$ cat src/rtl/bpd_pkg.sv
package bpd_pkg;

  localparam int MAX_WIDTH  = 4096;
  localparam int MAX_HEIGHT = 4096;

  localparam logic [2:0] KIND_PIXEL     = 3'd0;
  localparam logic [2:0] KIND_DONE      = 3'd1;
  localparam logic [2:0] KIND_BAD_SIG   = 3'd2;
  localparam logic [2:0] KIND_UNSUPP    = 3'd3;
  localparam logic [2:0] KIND_TRUNCATED = 3'd4;

  localparam int RQ_DEPTH = 4;
  localparam int RQ_AW    = $clog2(RQ_DEPTH);

  typedef struct packed {
    logic [2:0]  item_kind;
    logic [7:0]  blue;
    logic [7:0]  green;
    logic [7:0]  red;
    logic [11:0] column;
    logic [11:0] row;
    logic [12:0] frame_width;
    logic [12:0] frame_height;
    logic        last;
  } bpd_rec_t;

  // up to two records per byte; rec0 is filled first
  typedef struct packed {
    logic     vld0;
    logic     vld1;
    bpd_rec_t rec0;
    bpd_rec_t rec1;
  } bpd_wr_t;

  function automatic bpd_rec_t bpd_end_rec(input logic [2:0] kind,
                                           input logic [12:0] fw,
                                           input logic [12:0] fh);
    bpd_rec_t r;
    r = '0;
    r.item_kind    = kind;
    r.frame_width  = fw;
    r.frame_height = fh;
    r.last         = 1'b1;
    return r;
  endfunction

endpackage

$ cat src/rtl/bpd_front.sv
module bpd_front
  import bpd_pkg::*;
(
  input  logic       clk,
  input  logic       rst_n,
  input  logic       fire,
  input  logic [7:0] data_byte,
  input  logic       end_of_file,
  input  logic       fmt_ppm,
  output bpd_wr_t    wr
);

  localparam logic [3:0] PH_START      = 4'd0;
  localparam logic [3:0] PH_BMP_HDR    = 4'd1;
  localparam logic [3:0] PH_BMP_BAD    = 4'd2;
  localparam logic [3:0] PH_BMP_SKIP   = 4'd3;
  localparam logic [3:0] PH_BMP_PIX    = 4'd4;
  localparam logic [3:0] PH_PPM_SIG    = 4'd5;
  localparam logic [3:0] PH_PPM_SPACE  = 4'd6;
  localparam logic [3:0] PH_PPM_DIGITS = 4'd7;
  localparam logic [3:0] PH_PPM_PIX    = 4'd8;
  localparam logic [3:0] PH_DISCARD    = 4'd9;

  localparam logic [7:0] CH_B    = 8'h42;
  localparam logic [7:0] CH_M    = 8'h4D;
  localparam logic [7:0] CH_P    = 8'h50;
  localparam logic [7:0] CH_6    = 8'h36;
  localparam logic [7:0] CH_HASH = 8'h23;
  localparam logic [7:0] CH_SP   = 8'h20;
  localparam logic [7:0] CH_TAB  = 8'h09;
  localparam logic [7:0] CH_CR   = 8'h0D;
  localparam logic [7:0] CH_LF   = 8'h0A;
  localparam logic [7:0] CH_0    = 8'h30;
  localparam logic [7:0] CH_9    = 8'h39;

  logic [3:0]  phase_r, phase_nxt;
  logic [31:0] fbc_r, fbc_nxt;
  logic [31:0] hc_r, hc_nxt;
  logic [31:0] offset_r, offset_nxt;
  logic [12:0] width_r, width_nxt;
  logic [12:0] height_r, height_nxt;
  logic        four_r, four_nxt;
  logic        bu_r, bu_nxt;
  logic [11:0] rowc_r, rowc_nxt;
  logic [14:0] bir_r, bir_nxt;
  logic [1:0]  ch_r, ch_nxt;
  logic [11:0] col_r, col_nxt;
  logic [15:0] pix_r, pix_nxt;
  logic [24:0] acc_r, acc_nxt;
  logic [1:0]  idx_r, idx_nxt;
  logic        cmt_r, cmt_nxt;

  logic        is_digit, do_pix, is_ppm_pix, bad, nd;
  logic        pix_emit, end_emit;
  bpd_rec_t    pix_rec, end_rec;
  logic [31:0] hc_w, mag;
  logic [28:0] acc_mul;
  logic [14:0] data_len, p1;
  logic [15:0] stride;
  logic [1:0]  ch_last;
  logic [12:0] rowc_inc;

  assign is_digit = (data_byte >= CH_0) && (data_byte <= CH_9);
  assign hc_w     = {data_byte, hc_r[31:8]};
  assign mag      = hc_w[31] ? (~hc_w + 32'd1) : hc_w;
  assign acc_mul  = ({4'b0, acc_r} << 3) + ({4'b0, acc_r} << 1)
                    + {21'b0, data_byte - CH_0};
  assign is_ppm_pix = (phase_r == PH_PPM_PIX);
  assign data_len = (four_r && !is_ppm_pix) ? {width_r, 2'b00}
                    : ({1'b0, width_r, 1'b0} + {2'b0, width_r});
  assign stride   = is_ppm_pix ? {1'b0, data_len}
                    : (({1'b0, data_len} + 16'd3) & ~16'd3);
  assign ch_last  = (four_r && !is_ppm_pix) ? 2'd3 : 2'd2;
  assign p1       = bir_r + 15'd1;
  assign rowc_inc = {1'b0, rowc_r} + 13'd1;

  always_comb begin
    phase_nxt  = phase_r;  fbc_nxt    = fbc_r;    hc_nxt     = hc_r;
    offset_nxt = offset_r; width_nxt  = width_r;  height_nxt = height_r;
    four_nxt   = four_r;   bu_nxt     = bu_r;     rowc_nxt   = rowc_r;
    bir_nxt    = bir_r;    ch_nxt     = ch_r;     col_nxt    = col_r;
    pix_nxt    = pix_r;    acc_nxt    = acc_r;    idx_nxt    = idx_r;
    cmt_nxt    = cmt_r;
    do_pix   = 1'b0;
    bad      = 1'b0;
    pix_emit = 1'b0;
    pix_rec  = '0;
    end_emit = 1'b0;
    end_rec  = '0;

    unique case (phase_r)
      PH_START: begin
        if (fmt_ppm) begin
          if (data_byte != CH_P) begin
            end_emit = 1'b1; end_rec = bpd_end_rec(KIND_BAD_SIG, '0, '0);
            phase_nxt = PH_DISCARD;
          end else begin
            phase_nxt = PH_PPM_SIG;
          end
        end else begin
          if (data_byte != CH_B) begin
            end_emit = 1'b1; end_rec = bpd_end_rec(KIND_BAD_SIG, '0, '0);
            phase_nxt = PH_DISCARD;
          end else begin
            fbc_nxt = 32'd1;
            phase_nxt = PH_BMP_HDR;
          end
        end
      end
      PH_BMP_HDR, PH_BMP_BAD: begin
        hc_nxt = hc_w;
        if (phase_r == PH_BMP_HDR && fbc_r == 32'd1 && data_byte != CH_M) begin
          end_emit = 1'b1; end_rec = bpd_end_rec(KIND_BAD_SIG, '0, '0);
          phase_nxt = PH_DISCARD;
        end else begin
          if (phase_r == PH_BMP_HDR) begin
            if (fbc_r == 32'd13) begin
              offset_nxt = hc_w;
              bad = (hc_w < 32'd54);
            end else if (fbc_r == 32'd17) begin
              bad = (hc_w < 32'd40);
            end else if (fbc_r == 32'd21) begin
              if (hc_w == '0 || hc_w > 32'(MAX_WIDTH)) bad = 1'b1;
              else width_nxt = hc_w[12:0];
            end else if (fbc_r == 32'd25) begin
              bu_nxt = !hc_w[31];
              if (mag == '0 || mag > 32'(MAX_HEIGHT)) bad = 1'b1;
              else height_nxt = mag[12:0];
            end else if (fbc_r == 32'd29) begin
              if (hc_w[31:16] == 16'd24) four_nxt = 1'b0;
              else if (hc_w[31:16] == 16'd32) four_nxt = 1'b1;
              else bad = 1'b1;
            end else if (fbc_r == 32'd33) begin
              bad = (hc_w != '0);
            end
          end
          fbc_nxt = fbc_r + 32'd1;
          if (fbc_r >= 32'd53) begin
            if (phase_r == PH_BMP_BAD || bad) begin
              end_emit = 1'b1; end_rec = bpd_end_rec(KIND_UNSUPP, '0, '0);
              phase_nxt = PH_DISCARD;
            end else begin
              phase_nxt = PH_BMP_SKIP;
            end
          end else if (bad) begin
            phase_nxt = PH_BMP_BAD;
          end
        end
      end
      PH_BMP_SKIP: begin
        if (fbc_r == offset_r) begin
          phase_nxt = PH_BMP_PIX;
          do_pix = 1'b1;
        end else begin
          fbc_nxt = fbc_r + 32'd1;
        end
      end
      PH_BMP_PIX, PH_PPM_PIX: do_pix = 1'b1;
      PH_PPM_SIG: begin
        if (data_byte != CH_6) begin
          end_emit = 1'b1; end_rec = bpd_end_rec(KIND_BAD_SIG, '0, '0);
          phase_nxt = PH_DISCARD;
        end else begin
          phase_nxt = PH_PPM_SPACE;
        end
      end
      PH_PPM_SPACE: begin
        if (cmt_r) begin
          if (data_byte == CH_LF) cmt_nxt = 1'b0;
        end else if (data_byte == CH_HASH) begin
          cmt_nxt = 1'b1;
        end else if (data_byte == CH_SP || data_byte == CH_TAB
                     || data_byte == CH_CR || data_byte == CH_LF) begin
          cmt_nxt = 1'b0;
        end else if (is_digit) begin
          acc_nxt = {17'b0, data_byte - CH_0};
          phase_nxt = PH_PPM_DIGITS;
        end else begin
          end_emit = 1'b1; end_rec = bpd_end_rec(KIND_UNSUPP, '0, '0);
          phase_nxt = PH_DISCARD;
        end
      end
      PH_PPM_DIGITS: begin
        if (is_digit) begin
          acc_nxt = acc_mul[24:0];
          if (acc_mul > 29'(1 << 24)) begin
            end_emit = 1'b1; end_rec = bpd_end_rec(KIND_UNSUPP, '0, '0);
            phase_nxt = PH_DISCARD;
          end
        end
      end
      default: ;
    endcase

    // one pixel-data byte: BMP rows are padded to 4 bytes
    if (do_pix) begin
      if ({1'b0, bir_r} < {1'b0, data_len}) begin
        unique case (ch_r)
          2'd0: pix_nxt[7:0] = data_byte;
          2'd1: pix_nxt[15:8] = data_byte;
          2'd2: begin
            pix_emit = 1'b1;
            pix_rec.item_kind = KIND_PIXEL;
            pix_rec.green = pix_r[15:8];
            pix_rec.column = col_r;
            pix_rec.row = bu_r ? 12'(height_r - 13'd1 - {1'b0, rowc_r}) : rowc_r;
            if (is_ppm_pix) begin
              pix_rec.blue = data_byte; pix_rec.red = pix_r[7:0];
            end else begin
              pix_rec.blue = pix_r[7:0]; pix_rec.red = data_byte;
            end
          end
          default: ;
        endcase
        if (ch_r == ch_last) begin
          ch_nxt = 2'd0;
          col_nxt = col_r + 12'd1;
        end else begin
          ch_nxt = ch_r + 2'd1;
        end
      end
      bir_nxt = p1;
      if ({1'b0, p1} >= stride) begin
        bir_nxt = '0;
        ch_nxt = 2'd0;
        col_nxt = '0;
        rowc_nxt = rowc_inc[11:0];
        if (rowc_inc >= height_r) begin
          end_emit = 1'b1;
          end_rec = bpd_end_rec(KIND_DONE, width_r, height_r);
          phase_nxt = PH_DISCARD;
        end
      end
    end

    // end of a header number: on a delimiter, or forced by end of file
    nd = (phase_r == PH_PPM_DIGITS && !is_digit)
         || (end_of_file && phase_nxt == PH_PPM_DIGITS);
    if (nd) begin
      unique case (idx_r)
        2'd0, 2'd1: begin
          if (acc_nxt == '0
              || acc_nxt > ((idx_r == 2'd0) ? 25'(MAX_WIDTH) : 25'(MAX_HEIGHT))) begin
            end_emit = 1'b1; end_rec = bpd_end_rec(KIND_UNSUPP, '0, '0);
            phase_nxt = PH_DISCARD;
          end else begin
            if (idx_r == 2'd0) width_nxt = acc_nxt[12:0];
            else height_nxt = acc_nxt[12:0];
            idx_nxt = idx_r + 2'd1;
            acc_nxt = '0;
            phase_nxt = PH_PPM_SPACE;
          end
        end
        default: begin
          if (acc_nxt != 25'd255) begin
            end_emit = 1'b1; end_rec = bpd_end_rec(KIND_UNSUPP, '0, '0);
            phase_nxt = PH_DISCARD;
          end else begin
            phase_nxt = PH_PPM_PIX;
          end
        end
      endcase
    end

    if (end_of_file) begin
      if (!end_emit) begin
        if (phase_nxt == PH_BMP_HDR || phase_nxt == PH_BMP_BAD
            || phase_nxt == PH_PPM_SIG) begin
          end_emit = 1'b1; end_rec = bpd_end_rec(KIND_BAD_SIG, '0, '0);
        end else if (phase_nxt == PH_PPM_SPACE) begin
          end_emit = 1'b1; end_rec = bpd_end_rec(KIND_UNSUPP, '0, '0);
        end else if (phase_nxt == PH_BMP_SKIP || phase_nxt == PH_BMP_PIX
                     || phase_nxt == PH_PPM_PIX) begin
          end_emit = 1'b1; end_rec = bpd_end_rec(KIND_TRUNCATED, '0, '0);
        end
      end
      phase_nxt  = PH_START; fbc_nxt = '0; hc_nxt = '0; offset_nxt = '0;
      width_nxt  = '0; height_nxt = '0; four_nxt = 1'b0; bu_nxt = 1'b0;
      rowc_nxt   = '0; bir_nxt = '0; ch_nxt = '0; col_nxt = '0; pix_nxt = '0;
      acc_nxt    = '0; idx_nxt = '0; cmt_nxt = 1'b0;
    end
  end

  always_comb begin
    wr.vld0 = fire && (pix_emit || end_emit);
    wr.vld1 = fire && pix_emit && end_emit;
    wr.rec0 = pix_emit ? pix_rec : end_rec;
    wr.rec1 = end_rec;
  end

  always_ff @(posedge clk) begin
    if (!rst_n) begin
      phase_r <= PH_START; fbc_r <= '0; hc_r <= '0; offset_r <= '0;
      width_r <= '0; height_r <= '0; four_r <= 1'b0; bu_r <= 1'b0;
      rowc_r <= '0; bir_r <= '0; ch_r <= '0; col_r <= '0; pix_r <= '0;
      acc_r <= '0; idx_r <= '0; cmt_r <= 1'b0;
    end else if (fire) begin
      phase_r <= phase_nxt; fbc_r <= fbc_nxt; hc_r <= hc_nxt; offset_r <= offset_nxt;
      width_r <= width_nxt; height_r <= height_nxt; four_r <= four_nxt; bu_r <= bu_nxt;
      rowc_r <= rowc_nxt; bir_r <= bir_nxt; ch_r <= ch_nxt; col_r <= col_nxt;
      pix_r <= pix_nxt; acc_r <= acc_nxt; idx_r <= idx_nxt; cmt_r <= cmt_nxt;
    end
  end

endmodule

$ cat src/rtl/bpd_result_queue.sv
module bpd_result_queue
  import bpd_pkg::*;
(
  input  logic     clk,
  input  logic     rst_n,
  input  bpd_wr_t  wr,
  output logic     full,
  output logic     empty,
  input  logic     pop,
  output bpd_rec_t head
);

  bpd_rec_t           mem [RQ_DEPTH];
  logic [RQ_AW-1:0]   wp_r, wp_nxt, rp_r, rp_nxt;
  logic [RQ_AW:0]     cnt_r, cnt_nxt;
  logic               rd;
  logic [RQ_AW:0]     n_wr;

  assign empty = (cnt_r == '0);
  // room for two records is needed before a byte is taken
  assign full  = (cnt_r > (RQ_AW+1)'(RQ_DEPTH - 2));
  assign rd    = pop && !empty;
  assign head  = mem[rp_r];
  assign n_wr  = (RQ_AW+1)'(wr.vld0) + (RQ_AW+1)'(wr.vld1);

  always_comb begin
    wp_nxt  = wp_r + RQ_AW'(n_wr);
    rp_nxt  = rp_r + RQ_AW'(rd);
    cnt_nxt = cnt_r + n_wr - (RQ_AW+1)'(rd);
  end

  always_ff @(posedge clk) begin
    if (wr.vld0) mem[wp_r] <= wr.rec0;
    if (wr.vld1) mem[wp_r + RQ_AW'(1)] <= wr.rec1;
  end

  always_ff @(posedge clk) begin
    if (!rst_n) begin
      wp_r  <= '0;
      rp_r  <= '0;
      cnt_r <= '0;
    end else begin
      wp_r  <= wp_nxt;
      rp_r  <= rp_nxt;
      cnt_r <= cnt_nxt;
    end
  end

endmodule

$ cat src/rtl/bmp_ppm_pixel_decoder_unit.sv
// Channel | Ports                                   | Beat taken when
// --------+-----------------------------------------+--------------------
// input   | in_data_byte, in_end_of_file            | push && !full
// result  | out_item_kind .. out_last               | pop && !empty
// config  | cfg_image_format                        | cfg_valid && cfg_ready
//
// One file byte per cycle while full is low. The parser settles the byte
// in the cycle it is taken and writes zero, one or two result records into
// a 4-entry queue. full rises while fewer than two queue slots are free;
// results leave the queue in order, behind older ones. Sync active-low
// reset clears the parser to header start and empties the queue. cfg_ready
// is always high; the format is sampled on the first byte of each file.
module bmp_ppm_pixel_decoder_unit
  import bpd_pkg::*;
(
  input  logic        clk,
  input  logic        rst_n,
  input  logic        push,
  output logic        full,
  input  logic [7:0]  in_data_byte,
  input  logic        in_end_of_file,
  output logic        empty,
  input  logic        pop,
  output logic [2:0]  out_item_kind,
  output logic [7:0]  out_blue,
  output logic [7:0]  out_green,
  output logic [7:0]  out_red,
  output logic [11:0] out_column,
  output logic [11:0] out_row,
  output logic [12:0] out_frame_width,
  output logic [12:0] out_frame_height,
  output logic        out_last,
  input  logic        cfg_valid,
  output logic        cfg_ready,
  input  logic        cfg_image_format
);

  logic     fmt_r;
  logic     fire;
  bpd_wr_t  wr;
  bpd_rec_t head;

  assign cfg_ready = 1'b1;
  assign fire      = push && !full;

  always_ff @(posedge clk) begin
    if (!rst_n) begin
      fmt_r <= 1'b0;
    end else if (cfg_valid) begin
      fmt_r <= cfg_image_format;
    end
  end

  // front: byte parser / classifier
  bpd_front u_front (
    .clk         (clk),
    .rst_n       (rst_n),
    .fire        (fire),
    .data_byte   (in_data_byte),
    .end_of_file (in_end_of_file),
    .fmt_ppm     (fmt_r),
    .wr          (wr)
  );

  // back: result queue driving the output side
  bpd_result_queue u_queue (
    .clk   (clk),
    .rst_n (rst_n),
    .wr    (wr),
    .full  (full),
    .empty (empty),
    .pop   (pop),
    .head  (head)
  );

  assign out_item_kind    = head.item_kind;
  assign out_blue         = head.blue;
  assign out_green        = head.green;
  assign out_red          = head.red;
  assign out_column       = head.column;
  assign out_row          = head.row;
  assign out_frame_width  = head.frame_width;
  assign out_frame_height = head.frame_height;
  assign out_last         = head.last;

endmodule
$ cat config.mk
export PLATFORM = sky130hd
export DESIGN_NAME = bmp_ppm_pixel_decoder_unit
export DESIGN_NICKNAME = d
export VERILOG_FILES = /design/src/rtl/bpd_pkg.sv /design/src/rtl/bpd_front.sv /design/src/rtl/bpd_result_queue.sv /design/src/rtl/bmp_ppm_pixel_decoder_unit.sv
export SDC_FILE = /design/constraint.sdc
export NUM_CORES = 1
export LEC_CHECK = 0
export ABC_AREA = 1
export BUFFER_PORTS_ARGS = -buffer_cell sky130_fd_sc_hd__buf_2
export CAP_MARGIN = 25
export CORE_ASPECT_RATIO = 1.25
export CORE_UTILIZATION = 55
export DETAILED_ROUTE_END_ITERATION = 10
export PLACE_DENSITY = 0.74
export SLEW_MARGIN = 5
export SYNTH_ARGS = -nofsm -noshare
export SYNTH_HDL_FRONTEND = slang
export SYNTH_HIERARCHICAL = 1
export SYNTH_SLANG_ARGS = --single-unit
$ cat constraint.sdc
create_clock -name clk -period 11.2 [get_ports clk]
set_input_delay 0 -clock clk [delete_from_list [all_inputs] [get_ports clk]]
set_output_delay 0 -clock clk [all_outputs]
set_load 0.1 [all_outputs]
* Yosys cells after proc, flatten, opt, wreduce, memory -nomap -nowiden *
Memories as Yosys holds them, arrays and structs flattened. A register that Yosys moved wholly into a read port is not among the register bits.
Index checks and enable logic that the tools add are counted.

word-level totals
  word-level logic and storage cells = 383
  bits in writable memories = 312
  bits of input ports = 15
  memories kept = 1
  flip-flop bits (word level) = 221

memory list
  name         words  width  read ports  clocked after memory_dff  wr ports  line                    RTL
  u_queue.mem  4      78     1           1                         2         bpd_result_queue.sv:13  bpd_rec_t mem [RQ_DEPTH];

operators by class
  add/sub/neg operators = 20
  equal/unequal tests = 50
  order comparisons = 13
  multiplexer cells = 207
  reduce and logical (&&, ||, !) cells = 70
  bitwise operators = 1

operators by type and width
  kind                                                                               number
  78-bit 2-to-1 mux                                                                  20
  77-bit 2-to-1 mux                                                                  6
  32-bit 2-to-1 mux                                                                  13
  78-bit case mux with 5 select lines                                                1
  13-bit 2-to-1 mux                                                                  25
  25-bit 2-to-1 mux                                                                  9
  32-bit by 5-bit equality test with 1-bit output, second input constant             4
  12-bit 2-to-1 mux                                                                  9
  51-bit 2-to-1 mux                                                                  2
  32-bit case mux with 3 select lines                                                1
  4-bit 2-to-1 mux                                                                   22
  1-bit 2-to-1 mux                                                                   72
  32-bit by 1-bit adder with 32-bit output, second input constant                    2
  32-bit by 13-bit greater-than comparator with 1-bit output, second input constant  2
  32-bit zero test                                                                   2
  32-bit by 6-bit < comparator with 1-bit output, second input constant              2
  16-bit 2-to-1 mux                                                                  4
  15-bit 2-to-1 mux                                                                  4
  25-bit case mux with 2 select lines                                                1
  48-bit 2-to-1 mux                                                                  1
  32-bit by 1-bit equality test with 1-bit output, second input constant             1
  32-bit equality test                                                               1
  32-bit by 4-bit equality test with 1-bit output, second input constant             1
  32-bit by 6-bit equality test with 1-bit output, second input constant             1
  other kinds (66)                                                                   155

* Longest topological paths before layout *
  depth after elaboration = 38
  mapped depth = 50
  gate-level depth less buffers = 48

* By module *
The synthesis kept the hierarchy.

modules (own cells, without submodules)
  module                      times used  seq. area each (um^2)  cells each  area each (um^2)
  bpd_front                   1           4103.9                 3002        18197.5
  bpd_result_queue            1           9509.1                 1740        16139.2
  bmp_ppm_pixel_decoder_unit  1           20.0                   10          60.1

* Worst setup path after synthesis *
Ideal clock, no wire load.

  path type = register to register
  from = register u_front.width_r[1]
  to = memory u_queue/mem[3][0] in the netlist's numbering (enable)
  setup time = 629 ps
  stages on the path, launching flop included = 38
  data required time = 10571 ps
  slack = 242 ps
  data arrival time = 10329 ps
  path through = dfxtp_1 ha_1 fa_1 nand3_1 nand3_1 xnor2_1 o21ai_1 nand3_1 nor2_1 nand2_1 inv_1 nand2_1 nor2_1 nand3_1 nor2_1 xor2_1 ha_1 a21o_1 [2 not listed] nor2_2 nand3_2 nand2_2 buf_4 nand2_2 nor2_4 nand4_4 nand2_4 nand2_4 nand2_1 nand3_1 nand3_1 nand2_2 nand3_2 nand2_1 nand2_1 inv_1 o31ai_1

RTL lines
  what                    line                    RTL
  from (decl)             bpd_front.sv:40         logic [12:0] width_r, width_nxt;
  from (signal assigned)  bpd_front.sv:299        width_r <= width_nxt; height_r <= height_nxt; four_r <= four_nxt; bu_r <= bu_nxt;
  to (decl)               bpd_result_queue.sv:13

==> results.md <==
- The run finished with clean final reports.
- For this design, the CTS-stage hold fixing added 6 buffers.
- Entering global routing, the biggest net connects 236 pins.
- The global routing usage on met3 is 0.0337.
- The total of endpoints with negative setup slack in the final report is 0.
- After floorplanning, the core was sized to cover ~62000 um^2.
- The count of non-filler cells in the finished layout is 5601.
- The number of buffers added on ports is 94.
- The DRC violation count after routing is 0.
- The height of the chip is 282 um.
- Along the worst path, the maximum fanout reaches 76.
- 0 antenna diodes ended up in the layout.
- The total global routing overflow is 0.
- The tightest min-delay check is of the input port to register type.
- The number of setup buffers added after CTS is 0.
- Data on the critical path is required at its endpoint by 11.44 ns.
- The CTS tree is yes.
- Across the VDD grid, the largest voltage drop is ~0.25 mV.
- The worst register-to-register path ends at u_queue/mem[2][12]$_DFFE_PP_.
- The time the worst path needs with I/O delays and setup is between 8 and 9 ns.
- Of all cell types, the one taking the most synthesized area is edfxtp_1.
- For this design, the slowest cell found on the critical path is nand3_4.
- The worst-case setup slack after placement is 2.70 ns.
- Yosys mapped a number of flops with a built-in enable equal to 312.
- The count of buffering cells on the critical path with inverters included is 6.
- In the finished design, the share of the clock period the worst path needs comes to 0.769.
- The number of placed instances, taps included, is 5492.
- The setup skew after layout is around 0.026 ns.
- The top-level I/O count is 96.
- The tool flagged a number of max-cap violations equal to 0.
- On the worst path, the slowest cell contributes a delay of 0.70 ns.
- The met2 routing resource usage after global routing is 0.524.
- During synthesis, Yosys emitted a total of 6 warnings.
- Dividing the synthesized area by the synthesized cell count gives 7.24 um^2.
- The net load switching power is ~3.4 mW.
- The depth of the worst hold-timing path is 5.
- By count the netlist is led by nand2_1 (1211), inv_1 (629), o21ai_0 (503), nor2_1 (365), a21oi_1 (339).
- The routed wire length is 94000 um.
- The switching share of total power is 0.466.
- The proportion of synthesized flip-flops having asynchronous set or reset is 0.
- After legalization and detailed placement, the total HPWL measured 66200 um.
- The most used flip-flop cell after synthesis is edfxtp_1.
- The power after layout is 7.37 mW.
- With fillers left out, the area of the finished cells amounts to 36900 um^2.
- The total iterations of the first detailed-routing run is 6.
- The worst setup path is captured at a register.
- The sequential share of the synthesized area is 0.396.
- Setup repair after global routing left no endpoint under its margin.
- The average routed wire per standard cell is 16.8 um.
- The sink of the worst hold path is u_front/cmt_r$_SDFFE_PN0P_.
- The number of CTS-inserted buffers is 55.
- The proportion of netlist area held by the largest area contributor is 0.272.
- The headroom to the max-slew limit is 0.283.
- CTS saw roughly 530 sinks.
- The cell with the most instances on the worst path is nand2_1.
- In the final layout, the share of cells above drive strength 1 is 0.0589.
- The count of cell types in the netlist is 63.
- Gates resized during post-CTS repair numbered 0.
- Data arrives at the worst endpoint at 8.85 ns.
- In this run the horizontal extent of the chip is 226 um.
- The cell type group with the largest total delay on the critical path is simple AND/OR/NAND/NOR gates.
- The number of antenna violations at the first check in global routing is 0.
- In this run the remaining antenna-violating nets after routing total 0.
- Once routing completed, OpenROAD measured the worst setup slack at 2.59 ns.
- The final setup TNS is 0 ns.
- The met1 usage in global routing is 0.349.
- The net count of the finished layout is 4882.
- The area of the die is 63500 um^2.
- In this run the static leakage power is 15.0 nW.
- The startpoint of the lowest-slack hold path is in_data_byte[2].
- Of the total power, combinational logic draws 0.406.
- Clock-pin slew was measured on the worst setup and hold paths at 0.07 ns.
- The count of pins over their slew limit is 0.
- The initialized floorplan defines 102 standard-cell rows.
- The most congested layer reported by global routing is met2.
- By area the synthesized netlist is led by edfxtp_1 (27%), nand2_1 (13%), dfxtp_1 (12%).
- The via count of the first global-routing pass is between 20000 and 30000.
- Dividing the detail-routed via count by the number of cells gives 5.54.
- The first global-routing pass estimated 148000 um of wire.
- By instance count, the leading cell after synthesis is nand2_1.
- The worst reg2reg path depth is 40.
- The total of flip-flops plus latches after synthesis is 525.
- The ratio of total power to cell area is 200 nW/um^2.
- The clock tree buffer depth is 3.
- The startpoint of the most critical register-to-register path is u_front/phase_r[0]$_SDFFE_PN0P_.
- In this run the cell area of the synthesized design comes to 34400 um^2.
- The number of endpoints with negative hold slack in the final report was 0.
- Setup slack on the worst reg-to-reg path comes out at 2.59 ns.
- The clock tree synthesis step divided the H-tree into 2 levels.
- The worst setup path is of the register to register kind.
- At the later pin of the worst-skew pair, clock insertion delay measures 0.63 ns.
- The internal portion of the total power is around 3.9 mW.
- The category of the worst setup path launch point is a register.
- The area added between synthesis and finish is 7.33%.
- The detailed router's first-iteration violation count is 2514.
- The global router's overall resource usage is 0.294.
- In the synthesized netlist, the number of instances is about 4800.
- The clock network fraction of total power is 0.263.
- The cell at the root of the clock tree is clkbuf_16.
- For this configuration, the core starts out at a cell density of 0.556.
- Based on the critical path, the design can be clocked at up to 116 MHz.
- The sequential share of power is 0.331.
- The standard cell area after detailed placement is 34900 um^2.
- At the end of routability-driven placement, the weighted congestion stood at 0.965.
- For the pin with the worst max-slew slack, the measured transition is 1.08 ns.
- The routed layout has 31000 vias.
==> routing by layer <==
layer	share of wire	up-vias
met5	0	-
met3	0.057	244
met4	0.048	0
met1	0.40	14200
li1	-	15600
met2	0.49	1027
==> area by class of cell <==
cell class	instances	area (um^2)
Multi-Input combinational cell	3361	17100
Sequential cell	525	13600
Fill cell	5764	25000
Tap cell	832	1040
Inverter	649	2440
Timing Repair Buffer	131	796
Clock inverter	29	405
Clock buffer	74	1510
==> sequential cells by signal (all words and copies together) (netlist names), 13 cells and up <==
register          cells
u_front/width_r      13
u_front/hc_r         24
u_front/acc_r        25
u_front/bir_r        15
u_front/offset_r     32
u_queue/mem         312
u_front/pix_r        16
u_front/fbc_r        32
u_front/height_r     13
==> stage by stage <==
stage,hold WS [ns],util
floorplan,0.0935,-
global placement,0.246,0.564
detailed placement,0.243,0.565
CTS,0.00115,0.596
global route,0.0989,0.596
finish,0.0293,0.596
==> power by group through the flow <==
stage / sequential, mW / combinational [mW] / clock (mW)
6_report: 2.44 / 3.00 / 1.94
5_1_grt: 2.46 / 3.19 / 2.04
4_1_cts: 2.43 / 3.00 / 1.97
3_5_place_dp: 2.47 / 2.99 / 0
3_3_place_gp: 2.47 / 2.97 / 0
2_1_floorplan: 2.42 / 2.47 / 0
==> worst register-to-register path, delay by kind of cell, from the launching register on <==
family                     cells  cell delay (ns)
AOI/OAI and AO/OA              3             0.52
xor gates and xnor gates       1             0.16
adders and majority gates      1             0.26
buffers and inverters          6             2.11
DFF                            1             0.39
and+or+nand+nor               29             4.70
==> cells by family after synthesis <==
family          count (synthesis)  synth area share
simple gates                 1975             0.239
other cells                     2          0.000218
xor+xnor                       61            0.0155
fa+ha+maj                     144            0.0543
flops                         525             0.396
mux                             2          0.000655
buf+inv                       913             0.115
compound gates               1130             0.179
==> cells in the final DEF (no fill, tap or decap), types with 29 or more instances in the layout <==
cell          n
inv_1       628
edfxtp_1    312
a21oi_1     339
dfxtp_1     211
a211oi_1     39
buf_4        29
nor3_1       72
conb_1       49
clkbuf_16    56
nand2_1    1211
o21ai_0     502
o211ai_1     90
o21ai_1      96
buf_2        94
xor2_1       41
ha_1        135
nand3_1     189
nor2_1      364
nand4_1      62
==> worst max-delay path by stage <==
stage,to,slack [ns],cells past startpoint,from
after floorplan,u_queue/mem[3][0]$_DFFE_PP_,0.24,37,u_front/width_r[1]$_SDFFE_PN0P_
after global placement,u_queue/mem[0][20]$_DFFE_PP_,2.89,40,u_front/phase_r[1]$_SDFFE_PN0P_
after detailed placement,u_queue/mem[2][20]$_DFFE_PP_,2.70,40,u_front/phase_r[1]$_SDFFE_PN0P_
after CTS,u_queue/mem[2][12]$_DFFE_PP_,2.70,40,u_front/phase_r[1]$_SDFFE_PN0P_
after global routing,u_queue/mem[2][12]$_DFFE_PP_,1.96,40,u_front/phase_r[0]$_SDFFE_PN0P_
final,u_queue/mem[2][12]$_DFFE_PP_,2.59,40,u_front/phase_r[0]$_SDFFE_PN0P_
No activity file was read; power rests on OpenSTA's default activity.
